### config.mk
export PLATFORM = sky130hd
export DESIGN_NAME = overwriting_ring_fifo_with_match_count_unit_flat
export DESIGN_NICKNAME = d
export VERILOG_FILES = /design/src/sv/owrf_pkg.sv /design/src/sv/owrf_in_if.sv /design/src/sv/owrf_out_if.sv /design/src/sv/overwriting_ring_fifo_with_match_count_unit.sv /design/src/sv/owrf_ram.sv /design/src/sv/owrf_ctrl.sv /design/src/sv/owrf_dp.sv /design/src/flat_wrapper.sv
export SDC_FILE = /design/constraint.sdc
export NUM_CORES = 1
export LEC_CHECK = 0
export BUFFER_PORTS_ARGS = -buffer_cell sky130_fd_sc_hd__buf_2
export CAP_MARGIN = 5
export CORE_UTILIZATION = 55
export CTS_CLUSTER_SIZE = 16
export DETAILED_ROUTE_END_ITERATION = 10
export GPL_ROUTABILITY_DRIVEN = 1
export HOLD_SLACK_MARGIN = 0.12
export PLACE_DENSITY = 0.77
export SLEW_MARGIN = 20
export SYNTH_ARGS = -nofsm -noshare
export SYNTH_HDL_FRONTEND = slang
export SYNTH_SLANG_ARGS = --single-unit
### constraint.sdc
create_clock -name i_clk -period 4.46 [get_ports i_clk]
set_input_delay 0.446 -clock i_clk [delete_from_list [all_inputs] [get_ports i_clk]]
set_output_delay 0.446 -clock i_clk [all_outputs]
set_load 0.03 [all_outputs]
### src/sv/owrf_pkg.sv
// Shared types and constants for the overwriting ring FIFO with match count.
package owrf_pkg;

    // Built sizes of the buffer.
    localparam int DEPTH_DEF     = 16;
    localparam int ELEM_BITS_DEF = 32;

    // Fixed widths of the request and response fields.
    localparam int DATA_W    = 32;
    localparam int CNT_OUT_W = 5;
    localparam int CAP_W     = 5;
    localparam int CFG_IDX_W = 1;

    // Configuration register indexes.
    localparam logic [CFG_IDX_W-1:0] CFG_CAPACITY = 1'b0;
    localparam logic [CFG_IDX_W-1:0] CFG_MASK     = 1'b1;

    // Reset values of the configuration registers.
    localparam logic [CAP_W-1:0]  CAP_RESET  = 5'd16;
    localparam logic [DATA_W-1:0] MASK_RESET = 32'hFFFF_FFFF;

    // Operation codes carried by a request.
    typedef enum logic [1:0] {
        ACT_PUSH  = 2'd0,
        ACT_POP   = 2'd1,
        ACT_COUNT = 2'd2,
        ACT_NONE  = 2'd3
    } t_action;

    // Controller states, one-hot.
    typedef enum logic [3:0] {
        ST_IDLE = 4'b0001,
        ST_POP  = 4'b0010,
        ST_SCAN = 4'b0100,
        ST_LAST = 4'b1000
    } t_state;

    // Commands from the controller to the datapath.
    typedef struct packed {
        logic accept;      // a request is taken this cycle
        logic scan_rd;     // issue the next read of a count scan
        logic pop_done;    // pop read data is ready, load the response
        logic count_done;  // last compare of a scan, load the response
    } t_ctrl_cmd;

    // Status from the datapath to the controller.
    typedef struct packed {
        logic empty;       // no stored elements
        logic scan_last;   // the read issued now is the last one of the scan
    } t_dp_stat;

endpackage

### src/sv/owrf_in_if.sv
// Request channel of the ring FIFO: valid, ready and the request fields.
interface owrf_in_if;
    import owrf_pkg::*;

    logic              valid;
    logic              ready;
    t_action           action;
    logic [DATA_W-1:0] data_in;

    modport source (output valid, action, data_in, input ready);
    modport sink   (input valid, action, data_in, output ready);
endinterface

### src/sv/owrf_out_if.sv
// Response channel of the ring FIFO: valid, ready and the response fields.
interface owrf_out_if;
    import owrf_pkg::*;

    logic                 valid;
    logic                 ready;
    logic [DATA_W-1:0]    data_out;
    logic                 data_out_valid;
    logic [CNT_OUT_W-1:0] match_count;
    logic [CNT_OUT_W-1:0] fill_level;
    logic                 overwrote;

    modport source (output valid, data_out, data_out_valid, match_count, fill_level,
                    overwrote, input ready);
    modport sink   (input valid, data_out, data_out_valid, match_count, fill_level,
                    overwrote, output ready);
endinterface

### src/sv/overwriting_ring_fifo_with_match_count_unit.sv
// Top level of the overwriting ring FIFO with masked match count.
//
// Requests arrive on i_req (valid/ready) with an action and a data word; each request
// yields exactly one response on o_rsp (valid/ready). Push appends the word and, when
// the buffer holds its configured capacity, drops the oldest entries and flags it.
// Pop returns the oldest entry with a valid flag. Count returns how many stored
// entries equal the word on the bits set in the compare mask.
// Push, no-op and operations on an empty buffer respond in the cycle after the request.
// Pop waits in ST_POP for the registered storage read. Count walks the stored entries
// through the single read port, one per cycle, in ST_SCAN and responds from ST_LAST.
// One request is in flight at a time; a new one is taken in the cycle its predecessor's
// response is taken, or in any later cycle once the response register is empty.
// When the receiver stalls, the response register holds and no new request is taken.
// Reset empties the buffer and sets capacity to 16 and the compare mask to all ones;
// storage contents are not cleared. Configuration writes go through i_cfg_we,
// i_cfg_index (0 capacity, 1 compare mask) and i_cfg_data; the user must make them
// only while the block is idle, as the block itself does not enforce it.
module overwriting_ring_fifo_with_match_count_unit #(
    parameter int DEPTH     = owrf_pkg::DEPTH_DEF,
    parameter int ELEM_BITS = owrf_pkg::ELEM_BITS_DEF
) (
    input  logic                           i_clk,
    input  logic                           i_rst_n,
    owrf_in_if.sink                        i_req,
    owrf_out_if.source                     o_rsp,
    input  logic                           i_cfg_we,
    input  logic [owrf_pkg::CFG_IDX_W-1:0] i_cfg_index,
    input  logic [owrf_pkg::DATA_W-1:0]    i_cfg_data
);
    import owrf_pkg::*;

    t_ctrl_cmd            cmd;
    t_dp_stat             stat;
    logic                 in_ready;
    logic                 out_valid;
    logic [DATA_W-1:0]    data_out;
    logic                 data_out_valid;
    logic [CNT_OUT_W-1:0] match_count;
    logic [CNT_OUT_W-1:0] fill_level;
    logic                 overwrote;

    // Sequencing and handshake.
    owrf_ctrl u_ctrl (
        .i_clk       (i_clk),
        .i_rst_n     (i_rst_n),
        .i_in_valid  (i_req.valid),
        .i_action    (i_req.action),
        .i_out_ready (o_rsp.ready),
        .i_stat      (stat),
        .o_in_ready  (in_ready),
        .o_out_valid (out_valid),
        .o_cmd       (cmd)
    );

    // Storage and arithmetic.
    owrf_dp #(
        .DEPTH     (DEPTH),
        .ELEM_BITS (ELEM_BITS)
    ) u_dp (
        .i_clk            (i_clk),
        .i_rst_n          (i_rst_n),
        .i_cmd            (cmd),
        .i_action         (i_req.action),
        .i_data_in        (i_req.data_in),
        .i_cfg_we         (i_cfg_we),
        .i_cfg_index      (i_cfg_index),
        .i_cfg_data       (i_cfg_data),
        .o_stat           (stat),
        .o_data_out       (data_out),
        .o_data_out_valid (data_out_valid),
        .o_match_count    (match_count),
        .o_fill_level     (fill_level),
        .o_overwrote      (overwrote)
    );

    // Channel wiring.
    assign i_req.ready          = in_ready;
    assign o_rsp.valid          = out_valid;
    assign o_rsp.data_out       = data_out;
    assign o_rsp.data_out_valid = data_out_valid;
    assign o_rsp.match_count    = match_count;
    assign o_rsp.fill_level     = fill_level;
    assign o_rsp.overwrote      = overwrote;
endmodule

### src/sv/owrf_ram.sv
// Generic single-write, single-read RAM with registered read data.
module owrf_ram #(
    parameter int WIDTH = owrf_pkg::ELEM_BITS_DEF,
    parameter int DEPTH = owrf_pkg::DEPTH_DEF
) (
    input  logic                                  i_clk,
    input  logic                                  i_we,
    input  logic [((DEPTH > 1) ? $clog2(DEPTH) : 1)-1:0] i_waddr,
    input  logic [WIDTH-1:0]                      i_wdata,
    input  logic [((DEPTH > 1) ? $clog2(DEPTH) : 1)-1:0] i_raddr,
    output logic [WIDTH-1:0]                      o_rdata
);
    logic [WIDTH-1:0] r_mem [DEPTH];
    logic [WIDTH-1:0] r_rdata;

    // Write port and registered read port.
    always_ff @(posedge i_clk) begin
        if (i_we) begin
            r_mem[i_waddr] <= i_wdata;
        end
        r_rdata <= r_mem[i_raddr];
    end

    assign o_rdata = r_rdata;
endmodule

### src/sv/owrf_ctrl.sv
// Controller of the ring FIFO: request handshake, operation sequencing, response valid.
module owrf_ctrl (
    input  logic                i_clk,
    input  logic                i_rst_n,
    input  logic                i_in_valid,
    input  owrf_pkg::t_action   i_action,
    input  logic                i_out_ready,
    input  owrf_pkg::t_dp_stat  i_stat,
    output logic                o_in_ready,
    output logic                o_out_valid,
    output owrf_pkg::t_ctrl_cmd o_cmd
);
    import owrf_pkg::*;

    t_state r_state;
    t_state n_state;
    logic   r_out_valid;
    logic   n_out_valid;
    logic   accept;
    logic   load_now;

    // A request is taken only when idle and the response register is free or draining.
    assign o_in_ready = (r_state == ST_IDLE) && (!r_out_valid || i_out_ready);
    assign accept     = i_in_valid && o_in_ready;

    assign o_cmd.accept     = accept;
    assign o_cmd.scan_rd    = (r_state == ST_SCAN);
    assign o_cmd.pop_done   = (r_state == ST_POP);
    assign o_cmd.count_done = (r_state == ST_LAST);

    // Next state and the cycle in which a response is complete.
    always_comb begin
        n_state  = r_state;
        load_now = 1'b0;
        case (r_state)
            ST_IDLE: begin
                if (accept) begin
                    case (i_action)
                        ACT_POP: begin
                            if (i_stat.empty) begin
                                load_now = 1'b1;
                            end else begin
                                n_state = ST_POP;
                            end
                        end
                        ACT_COUNT: begin
                            if (i_stat.empty) begin
                                load_now = 1'b1;
                            end else begin
                                n_state = ST_SCAN;
                            end
                        end
                        default: begin
                            load_now = 1'b1;
                        end
                    endcase
                end
            end
            ST_POP: begin
                load_now = 1'b1;
                n_state  = ST_IDLE;
            end
            ST_SCAN: begin
                if (i_stat.scan_last) begin
                    n_state = ST_LAST;
                end
            end
            ST_LAST: begin
                load_now = 1'b1;
                n_state  = ST_IDLE;
            end
            default: begin
                n_state = ST_IDLE;
            end
        endcase
    end

    // Response valid holds until the receiver takes it.
    always_comb begin
        n_out_valid = r_out_valid && !i_out_ready;
        if (load_now) begin
            n_out_valid = 1'b1;
        end
    end

    always_ff @(posedge i_clk) begin
        if (!i_rst_n) begin
            r_state     <= ST_IDLE;
            r_out_valid <= 1'b0;
        end else begin
            r_state     <= n_state;
            r_out_valid <= n_out_valid;
        end
    end

    assign o_out_valid = r_out_valid;
endmodule

### src/sv/owrf_dp.sv
// Datapath of the ring FIFO: pointers, fill count, configuration, storage and match counter.
module owrf_dp #(
    parameter int DEPTH     = owrf_pkg::DEPTH_DEF,
    parameter int ELEM_BITS = owrf_pkg::ELEM_BITS_DEF
) (
    input  logic                              i_clk,
    input  logic                              i_rst_n,
    input  owrf_pkg::t_ctrl_cmd               i_cmd,
    input  owrf_pkg::t_action                 i_action,
    input  logic [owrf_pkg::DATA_W-1:0]       i_data_in,
    input  logic                              i_cfg_we,
    input  logic [owrf_pkg::CFG_IDX_W-1:0]    i_cfg_index,
    input  logic [owrf_pkg::DATA_W-1:0]       i_cfg_data,
    output owrf_pkg::t_dp_stat                o_stat,
    output logic [owrf_pkg::DATA_W-1:0]       o_data_out,
    output logic                              o_data_out_valid,
    output logic [owrf_pkg::CNT_OUT_W-1:0]    o_match_count,
    output logic [owrf_pkg::CNT_OUT_W-1:0]    o_fill_level,
    output logic                              o_overwrote
);
    import owrf_pkg::*;

    localparam int AW = (DEPTH > 1) ? $clog2(DEPTH) : 1;
    localparam int CW = $clog2(DEPTH + 1);
    localparam int SW = CW + 1;

    // Ring state and configuration.
    logic [AW-1:0]        r_head;
    logic [CW-1:0]        r_fill;
    logic [CAP_W-1:0]     r_cap;
    logic [DATA_W-1:0]    r_mask;

    // Scan state.
    logic [AW-1:0]        r_rd_ptr;
    logic [CW-1:0]        r_idx;
    logic [CW-1:0]        r_match;
    logic [ELEM_BITS-1:0] r_value;
    logic                 r_cmp_vld;

    // Response register.
    logic [DATA_W-1:0]    r_data_out;
    logic                 r_dvalid;
    logic [CNT_OUT_W-1:0] r_match_out;
    logic [CNT_OUT_W-1:0] r_fill_out;
    logic                 r_over;

    logic [CW-1:0]        eff_cap;
    logic                 full;
    logic [CW-1:0]        drop_cnt;
    logic [AW-1:0]        push_addr;
    logic [AW-1:0]        n_head;
    logic [CW-1:0]        n_fill;
    logic                 is_push;
    logic                 is_pop;
    logic                 ram_we;
    logic [AW-1:0]        ram_raddr;
    logic [ELEM_BITS-1:0] ram_rdata;
    logic [ELEM_BITS-1:0] value_in;
    logic [ELEM_BITS-1:0] mask_e;
    logic                 hit;
    logic [CW-1:0]        match_total;

    // Sum of a pointer and an offset, brought back into the ring with one subtract.
    function automatic logic [AW-1:0] wrap(input logic [SW-1:0] s);
        if (s >= SW'(DEPTH)) begin
            return AW'(s - SW'(DEPTH));
        end
        return AW'(s);
    endfunction

    // Capacity in use: zero acts as one, anything above the built depth as the depth.
    always_comb begin
        if (r_cap == '0) begin
            eff_cap = CW'(1);
        end else if (int'(r_cap) > DEPTH) begin
            eff_cap = CW'(DEPTH);
        end else begin
            eff_cap = CW'(r_cap);
        end
    end

    assign value_in  = ELEM_BITS'(i_data_in);
    assign mask_e    = ELEM_BITS'(r_mask);
    assign is_push   = i_cmd.accept && (i_action == ACT_PUSH);
    assign is_pop    = i_cmd.accept && (i_action == ACT_POP) && (r_fill != '0);
    assign full      = (r_fill >= eff_cap);
    assign drop_cnt  = r_fill - eff_cap + CW'(1);
    // The new element always lands just behind the newest stored one.
    assign push_addr = wrap(SW'(r_head) + SW'(r_fill));

    // Next head and fill count for push and pop.
    always_comb begin
        n_head = r_head;
        n_fill = r_fill;
        if (is_push) begin
            if (full) begin
                n_head = wrap(SW'(r_head) + SW'(drop_cnt));
                n_fill = eff_cap;
            end else begin
                n_fill = r_fill + CW'(1);
            end
        end else if (is_pop) begin
            n_head = wrap(SW'(r_head) + SW'(1));
            n_fill = r_fill - CW'(1);
        end
    end

    // Storage: pop reads at the head, a scan walks from the head one entry per cycle.
    assign ram_we    = is_push;
    assign ram_raddr = i_cmd.scan_rd ? r_rd_ptr : r_head;

    owrf_ram #(
        .WIDTH (ELEM_BITS),
        .DEPTH (DEPTH)
    ) u_ram (
        .i_clk   (i_clk),
        .i_we    (ram_we),
        .i_waddr (push_addr),
        .i_wdata (value_in),
        .i_raddr (ram_raddr),
        .o_rdata (ram_rdata)
    );

    // Masked equality on the entry read in the previous cycle.
    assign hit         = (((ram_rdata ^ r_value) & mask_e) == '0);
    assign match_total = r_match + CW'(hit);

    assign o_stat.empty     = (r_fill == '0);
    assign o_stat.scan_last = (r_idx == (r_fill - CW'(1)));

    // Ring state and configuration registers.
    always_ff @(posedge i_clk) begin
        if (!i_rst_n) begin
            r_head    <= '0;
            r_fill    <= '0;
            r_cap     <= CAP_RESET;
            r_mask    <= MASK_RESET;
            r_cmp_vld <= 1'b0;
        end else begin
            r_head    <= n_head;
            r_fill    <= n_fill;
            r_cmp_vld <= i_cmd.scan_rd;
            if (i_cfg_we) begin
                case (i_cfg_index)
                    CFG_CAPACITY: r_cap  <= CAP_W'(i_cfg_data);
                    CFG_MASK:     r_mask <= i_cfg_data;
                    default:      ;
                endcase
            end
        end
    end

    // Scan pointer, index and running match count.
    always_ff @(posedge i_clk) begin
        if (i_cmd.accept) begin
            r_rd_ptr <= r_head;
            r_idx    <= '0;
            r_match  <= '0;
            r_value  <= value_in;
        end else if (i_cmd.scan_rd) begin
            r_rd_ptr <= wrap(SW'(r_rd_ptr) + SW'(1));
            r_idx    <= r_idx + CW'(1);
            if (r_cmp_vld) begin
                r_match <= match_total;
            end
        end
    end

    // Response register: immediate fields at the request, pop and count results later.
    always_ff @(posedge i_clk) begin
        if (i_cmd.accept) begin
            r_data_out  <= '0;
            r_dvalid    <= 1'b0;
            r_match_out <= '0;
            r_fill_out  <= CNT_OUT_W'(n_fill);
            r_over      <= is_push && full;
        end else if (i_cmd.pop_done) begin
            r_data_out  <= DATA_W'(ram_rdata);
            r_dvalid    <= 1'b1;
        end else if (i_cmd.count_done) begin
            r_match_out <= CNT_OUT_W'(match_total);
        end
    end

    assign o_data_out       = r_data_out;
    assign o_data_out_valid = r_dvalid;
    assign o_match_count    = r_match_out;
    assign o_fill_level     = r_fill_out;
    assign o_overwrote      = r_over;
endmodule
### src/flat_wrapper.sv
// flat-port wrapper written by rule: the top's interface ports become plain ports
module overwriting_ring_fifo_with_match_count_unit_flat import owrf_pkg::*;
#(
    parameter int DEPTH     = owrf_pkg::DEPTH_DEF,
    parameter int ELEM_BITS = owrf_pkg::ELEM_BITS_DEF
)
  (i_clk, i_rst_n, i_cfg_we, i_cfg_index, i_cfg_data, i_req_valid, i_req_action, i_req_data_in, i_req_ready, o_rsp_valid, o_rsp_data_out, o_rsp_data_out_valid, o_rsp_match_count, o_rsp_fill_level, o_rsp_overwrote, o_rsp_ready);
  owrf_in_if i_req_i ();
  owrf_out_if o_rsp_i ();
  input  logic i_clk;
  input  logic i_rst_n;
  input  logic i_cfg_we;
  input  logic [owrf_pkg::CFG_IDX_W-1:0] i_cfg_index;
  input  logic [owrf_pkg::DATA_W-1:0] i_cfg_data;
  input wire logic [$bits(i_req_i.valid)-1:0] i_req_valid;
  input wire logic [$bits(i_req_i.action)-1:0] i_req_action;
  input wire logic [$bits(i_req_i.data_in)-1:0] i_req_data_in;
  output wire logic [$bits(i_req_i.ready)-1:0] i_req_ready;
  output wire logic [$bits(o_rsp_i.valid)-1:0] o_rsp_valid;
  output wire logic [$bits(o_rsp_i.data_out)-1:0] o_rsp_data_out;
  output wire logic [$bits(o_rsp_i.data_out_valid)-1:0] o_rsp_data_out_valid;
  output wire logic [$bits(o_rsp_i.match_count)-1:0] o_rsp_match_count;
  output wire logic [$bits(o_rsp_i.fill_level)-1:0] o_rsp_fill_level;
  output wire logic [$bits(o_rsp_i.overwrote)-1:0] o_rsp_overwrote;
  input wire logic [$bits(o_rsp_i.ready)-1:0] o_rsp_ready;
  assign i_req_i.valid = i_req_valid;
  assign i_req_i.action = i_req_action;
  assign i_req_i.data_in = i_req_data_in;
  assign i_req_ready = i_req_i.ready;
  assign o_rsp_valid = o_rsp_i.valid;
  assign o_rsp_data_out = o_rsp_i.data_out;
  assign o_rsp_data_out_valid = o_rsp_i.data_out_valid;
  assign o_rsp_match_count = o_rsp_i.match_count;
  assign o_rsp_fill_level = o_rsp_i.fill_level;
  assign o_rsp_overwrote = o_rsp_i.overwrote;
  assign o_rsp_i.ready = o_rsp_ready;
  overwriting_ring_fifo_with_match_count_unit #(.DEPTH(DEPTH), .ELEM_BITS(ELEM_BITS)) u_core (.i_clk(i_clk), .i_rst_n(i_rst_n), .i_req(i_req_i), .o_rsp(o_rsp_i), .i_cfg_we(i_cfg_we), .i_cfg_index(i_cfg_index), .i_cfg_data(i_cfg_data));
endmodule
======== Word-level counts from Yosys, hierarchy flattened ========
Memory sizes are Yosys's and may differ from the RTL's. A register that Yosys moved wholly into a read port is not among the register bits.
Cells that the tools add are included.
operators by class
  $add $sub $neg .......................... 14
  magnitude comparators ................... 6
  equal/unequal tests ..................... 13
  muxes and demuxes ....................... 42
  bitwise logic cells ..................... 4
  reductions and logical operators ........ 25
operators with widths
  kind                 count
  $mux 4               18
  $and 32x32->32       1
  $logic_not 32->1     1
  $xor 32x32->32       1
  $mux 5               5
  $mux 1               16
  $pmux 4 s2           2
  $sub 4x1->4 const B  4
  $add 5x1->5 const B  3
  $add 4x5->6          2
  $ge 6x5->1 const B   2
  $add 4x1->5 const B  2
  $ge 5x5->1 const B   2
  $logic_not 5->1      2
  $reduce_and 2->1     5
  $logic_and 1x1->1    7
  $ne 3x3->1 const B   2
  $add 5x1->5          1
  $eq 5x5->1           1
  $ge 5x5->1           1
  $gt 5x5->1 const B   1
  $reduce_and 5->1     1
  $reduce_bool 5->1    1
  $sub 5x1->5 const B  1
  other kinds (17)     22
storage, ports and cells
  register bits ........................... 142
  bits in writable memories ............... 512
  input port bits ......................... 72
  output and inout bits ................... 46
  memories kept ........................... 1
memory list
  name                     depth  bits a word  rd ports  clocked after memory_dff  wr ports  RTL line        text
  u_core.u_dp.u_ram.r_mem  16     32           1         1                         1         owrf_ram.sv:13  logic [WIDTH-1:0] r_mem [DEPTH];

======== Logic depth before layout (Yosys ltp) ========
  depth in word-level cells ............... 13
  depth in mapped cells ................... 14

======== Cells and area by module ========
From an unflattened synthesis, not the netlist that was laid out.
unflattened totals
  cells, all modules ...................... 1473
  area total of the unflattened synthesis .. 26276.5 um2
by module, submodules not included
  module     instances  cells each  area each (um2)  sequential area each (um2)
  owrf_ram   1          838         19835.3          16015.4
  owrf_dp    1          600         6120.9           3163.0
  owrf_ctrl  1          35          320.3            100.1

======== Least setup slack after synthesis ========
Ideal clock, no wire load.
  kind .................................... flip-flop to flip-flop
  from .................................... register u_core.u_dp.r_fill[0]
  to ...................................... memory u_core.u_dp.u_ram.r_mem[4][0] (netlist bit), enable pin
  setup time .............................. 0.421 ns
  arrival time ............................ 2.938 ns
  data required time ...................... 4.039 ns
  slack ................................... 1.101 ns
  cell stages (with the launch flop) ...... 5
  buffers on the path ..................... 0
  clock period less this slack ............ 3.359 ns
  path through ............................ dfxtp_1 > ha_1 > fa_1 > or3_1 > nor2_1
on the way
  longest elaborated chain between the ends .. 4
  elaborated cells on any way between the ends .. 6
  those cells by class .................... add/sub (2); order compare (1); mux (3)
ends and longest elaborated chain
  item                                       RTL line                      text
  start: declaration                         owrf_dp.sv:29                 logic [CW-1:0] r_fill;
  start signal: assignment                   owrf_dp.sv:141                r_fill <= n_fill;
  $add 4x5->6 *                              owrf_dp.sv:89                 assign push_addr = wrap(SW'(r_head) + SW'(r_fill));
  $ge 6x5->1 or $sub 4x1->4 (tied branches)  owrf_dp.sv:65, owrf_dp.sv:66
  $mux 1 or $mux 4 (tied branches)           owrf_dp.sv:65                 if (s >= SW'(DEPTH)) begin
  $mux 4 *                                   owrf_dp.sv:68                 return AW'(s);
  end: declaration                           owrf_ram.sv:13
Mark *: on every way between the ends. The rest lies on a longest branch, timed or not. The select of a mux whose other input is x is not followed.

======== Final worst setup path ========
  from .................................... register u_core.u_ctrl.r_state[2]
  to ...................................... register u_core.u_dp.u_ram.r_rdata[27] (netlist: u_core.u_dp.u_ram.o_rdata[27]), read port of u_core.u_dp.u_ram.r_mem
on the way
  longest elaborated chain between the ends .. 2
ends and longest elaborated chain
  item                      RTL line         text
  start: declaration        owrf_ctrl.sv:15  t_state r_state;
  start signal: assignment  owrf_ctrl.sv:91  r_state <= n_state;
  $eq 4x3->1                owrf_ctrl.sv:27  assign o_cmd.scan_rd = (r_state == ST_SCAN);
  $mux 4                    owrf_dp.sv:110   assign ram_raddr = i_cmd.scan_rd ? r_rd_ptr : r_head;
  end: declaration          owrf_ram.sv:14   logic [WIDTH-1:0] r_rdata;
No other way between the ends.
A chain may end at the register's enable or synchronous reset.

==> results.md <==
Synthesis:
- Yosys mapped the design onto 53 distinct sky130hd cell types.
- When the netlist entered floorplanning its net count stood at 2191.
- The average cell area after synthesis is 12.8 um2.
- After synthesis the cells add up to 0.0267 mm2.
- Counting flops and latches in the post-synthesis netlist gives between 600 and 700.
- The share of flip-flops with an asynchronous set or reset is 0%.
- The number of flops mapped to enable cells by yosys is 554.
- The sequential share of the synthesized area is 72.1%.
- Among all flip-flop cells after synthesis, the most frequent one is edfxtp_1.
- In the post-synthesis netlist, the biggest area contributors are edfxtp_1, dfxtp_1, nand2_1.
- The largest total area in the synthesized netlist belongs to edfxtp_1.
- Yosys printed 0 warnings.
- The synthesized design devotes to its leading area cell type 62.2% of total area.
- The number of instances in the synthesized netlist is 2093.

STA:
- The worst path meets setup with 1.05 ns of slack.
- The highest clock rate is 0.293 GHz.
- The hold slack is approximately 0.16 ns.
- The worst relative slew slack is between 20% and 30%.
- Setup repair after global routing left no endpoint under its margin.
- The worst clock skew is 0.0191 ns.
- The part of the cycle the worst path needs is 76.5%.
- The summed negative setup slack over all endpoints is 0 ns.
- The hold violation total from the final report is 0.
- Setup violations remaining at the end of the flow were counted as 0.
- The total count of max-transition violations in the final report was 0.
- For the pin with the worst max-slew slack, the measured transition is 1.12 ns.
- Counting I/O delays and the setup requirement, the final critical path takes 3.41 ns.

Pwr:
- The part of the total power dissipated in the clock network is 37.0%.
- The power share of the sequential group is roughly 50%.
- The part of the total power dissipated in combinational logic is a little over an eighth.
- The highest ir drop seen on vdd is 0.325 mV.
- The switching power summed over all nets is 4.00 mW.
- The leakage component of the power is roughly 11 nW.
- The internal cell power is between 10 and 15 mW.
- The total power density per cell area is approximately 490 mW/mm2.
- Of the total power, the share spent switching nets is a little over a quarter.

Clock tree:
- The clock insertion delay at the later pin of the skew report is 0.59 ns.
- The count of buffers added by post-CTS timing repair for setup is 0.
- The total clock sinks is 686.
- The cell at the root of the clock tree is clkbuf_16.
- The CTS tree is built.
- The buffer levels on the longest clock path is 3.
- The number of CTS-inserted buffers is between 60 and 70.
- The H-tree was split into 3 levels.
- Once the clock tree was built, the resizer swapped 0 gates to a different size.
- The quantity of hold-fixing buffers added after cts is 31.
- The clock-pin slew reported for the worst setup and hold paths after clock tree synthesis is 0.06 ns.

Worst setup path:
- The worst setup path is captured at a flop.
- The largest fanout on the critical path is 22.
- The nature of the critical path startpoint is a flop.
- The class of the most critical setup path is flop to flop.
- At the worst endpoint, the arrival time is 3.83 ns.
- The endpoint required time on the critical path is between 4 and 5 ns.

Detailed routing:
- The initial detailed-routing violation count is 2307.
- Summed over all layers, the routed wires come to just under 70000 um.
- For this run, design rule violations remaining after detail routing come to 0.
- In the routed layout, each cell is associated on average with a via count of just over 6.
- In this run the remaining antenna-violating nets after routing total 0.
- For this block, the via count after detailed routing is about 18000.
- In the final routed layout, each cell accounts on average for between 20 and 25 um.
- The length of the first detailed-routing pass in iterations is 5.

Floorplanning:
- The floorplan has 80 rows.
- Once the floorplan was initialized, standard cells occupied between 50 and 60% of the core.
- The core outline area is 0.0478 mm2.
- The die is 223 um tall.
- The width of the die is approximately 220 um.
- around 120 I/O pins were placed.
- The die area is 0.0495 mm2.

Placed design:
- The final estimated routing congestion in global placement is 0.862.
- Summing all placed instances gives a cell area of 0.0281 mm2.
- Before CTS, the worst setup slack after placement is 1.17 ns.
- The HPWL after detailed placement is 39900 um.
- The count of buffers added on input and output ports is 117.

Run status:
- The run finished with clean final reports.

Layout:
- The final standard cell utilization of the core is 64.0%.
- The final net count is 2340.
- From synthesis to final layout, the design area changed by 14.5%.
- The finished cells cover 0.0306 mm2.
- The number of inserted diodes is 0.
- In the layout the commonest cells are nand2_1, edfxtp_1, nand3_1.
- The commonest non-fill, non-tap cell in the layout is nand2_1.
- The share of final-layout standard cells stronger than drive strength 1 is ~13%.

Global route:
- The number of antenna violations at the first check in global routing is 2.
- Entering global routing, the biggest net connects roughly 140 pins.
- Summed over all layers, the global routing overflow is 0.
- The number of global-route vias before repair was 17359.
- Across every metal layer, demand over resource in global routing totals 27.5%.
- The first global-routing pass estimated 102000 um of wire.

Worst hold path:
- The class of the worst hold path is input pin to flop.

Flow run:
- The count of max-cap constraint violations is 0.
## through the flow
stage                     std cells  power (mW)
after floorplan                2093        8.78
after global placement         2753        9.52
after detailed placement       2753        9.59
after CTS                      2907        15.1
after global routing           2909        15.6
final                          2909        15.1
## metal layers
metal	vias to the layer above	global-route usage, %	wire length, um
li1	7846	-	-
met1	8640	37.1	26400
met2	1027	44.7	32200
met3	155	6.04	7020
met4	0	8.85	2000
met5	-	0	0
## power by group through the flow
stage	clock (mW)	combinational [mW]	sequential, mW
3_3_place_gp	0	1.84	7.67
3_5_place_dp	0	1.90	7.69
5_1_grt	5.86	2.11	7.59
4_1_cts	5.63	1.94	7.56
6_report	5.59	1.96	7.56
2_1_floorplan	0	1.14	7.64
## kinds of logic (layout without fill, tap and decap cells)
family / after synthesis / count (layout) / synth area share (%)
AO/OA/AOI/OAI: 195 / 195 / 5.01
XOR/XNOR: 58 / 58 / 1.90
adder cells (fa/ha/maj): 26 / 26 / 1.30
buffers and inverters: 124 / 325 / 2.05
flip-flops: 686 / 686 / 72.1
multiplexers: 66 / 66 / 2.54
AND/OR/NAND/NOR: 938 / 938 / 15.1
## path summary, 6_finish.rpt
path	from	slack, ns	end	cells after the start
worst max register to register	u_core.u_ctrl.r_state[2]$_SDFFE_PN0P_	1.05	u_core.u_dp.u_ram.o_rdata[27]$_DFF_P_	7
worst min-delay path	i_cfg_data[3]	0.16	u_core.u_dp.mask_e[3]$_SDFFE_PN1P_	3
worst min register to register	u_core.u_dp.o_data_out[6]$_SDFFE_PP0N_	0.45	u_core.u_dp.o_data_out[6]$_SDFFE_PP0N_	2
worst max-delay path	u_core.u_ctrl.r_state[2]$_SDFFE_PN0P_	1.05	u_core.u_dp.u_ram.o_rdata[27]$_DFF_P_	7
## area by class of cell
| class | instances | area [um2] |
|---|---|---|
| Tap cell | 615 | 769 |
| Timing Repair Buffer | 186 | 1230 |
| Inverter | 16 | 61.3 |
| Fill cell | 3447 | 17200 |
| Clock buffer | 100 | 1960 |
| Clock inverter | 23 | 204 |
| Sequential cell | 686 | 19300 |
| Multi-Input combinational cell | 1283 | 7120 |
## sequential cells by signal (all words and copies together), names as in the netlist
| register | cells |
|---|---|
| u_core.u_dp.r_rd_ptr | 4 |
| u_core.u_dp.r_head | 4 |
| u_core.u_dp.o_data_out_valid | 1 |
| u_core.u_dp.r_idx | 5 |
| u_core.u_dp.r_match | 5 |
| u_core.u_dp.r_value | 32 |
| u_core.u_ctrl.r_state | 4 |
| u_core.u_dp.r_cap | 5 |
| u_core.u_dp.r_cmp_vld | 1 |
| u_core.u_dp.u_ram.o_rdata | 32 |
| u_core.u_dp.u_ram.r_mem | 512 |
| u_core.u_dp.o_data_out | 32 |
| u_core.u_dp.o_overwrote | 1 |
| u_core.u_dp.r_fill | 5 |
| u_core.u_dp.o_fill_level | 5 |
| u_core.u_ctrl.o_out_valid | 1 |
| u_core.u_dp.mask_e | 32 |
| u_core.u_dp.o_match_count | 5 |
## cells in the mapped netlist, types with 2 or more instances
cell / instances
or4b_2: 4
o2111a_1: 4
and2_1: 7
nand3_1: 160
o21ai_0: 8
nor3_4: 3
clkbuf_1: 60
xnor2_1: 14
nand4_1: 39
o221ai_1: 28
buf_2: 30
mux2_2: 10
nor2b_1: 3
buf_1: 6
o31ai_1: 2
nor4b_4: 2
o211ai_1: 3
nor4_1: 3
a21o_1: 2
xor2_1: 44
dfxtp_1: 132
mux2i_1: 55
nand2b_1: 4
nor4b_1: 2
or3_1: 4
nand2_1: 639
nand3b_1: 2
buf_4: 12
fa_1: 3
a211oi_1: 10
a22oi_1: 16
inv_1: 15
a32oi_1: 32
a21oi_1: 76
ha_1: 23
o22ai_1: 5
nor3_1: 8
a221oi_1: 4
edfxtp_1: 554
nor2_1: 52
## critical path, stage by stage (launching register included)
cell and delay [ns]:
dfxtp_1 0.50, nor4b_4 0.25, buf_4 0.33, mux2i_4 0.54
nand2_1 0.79, buf_4 0.48, o221ai_1 0.22, a21oi_1 0.12
(Power assumes the default switching activity.)
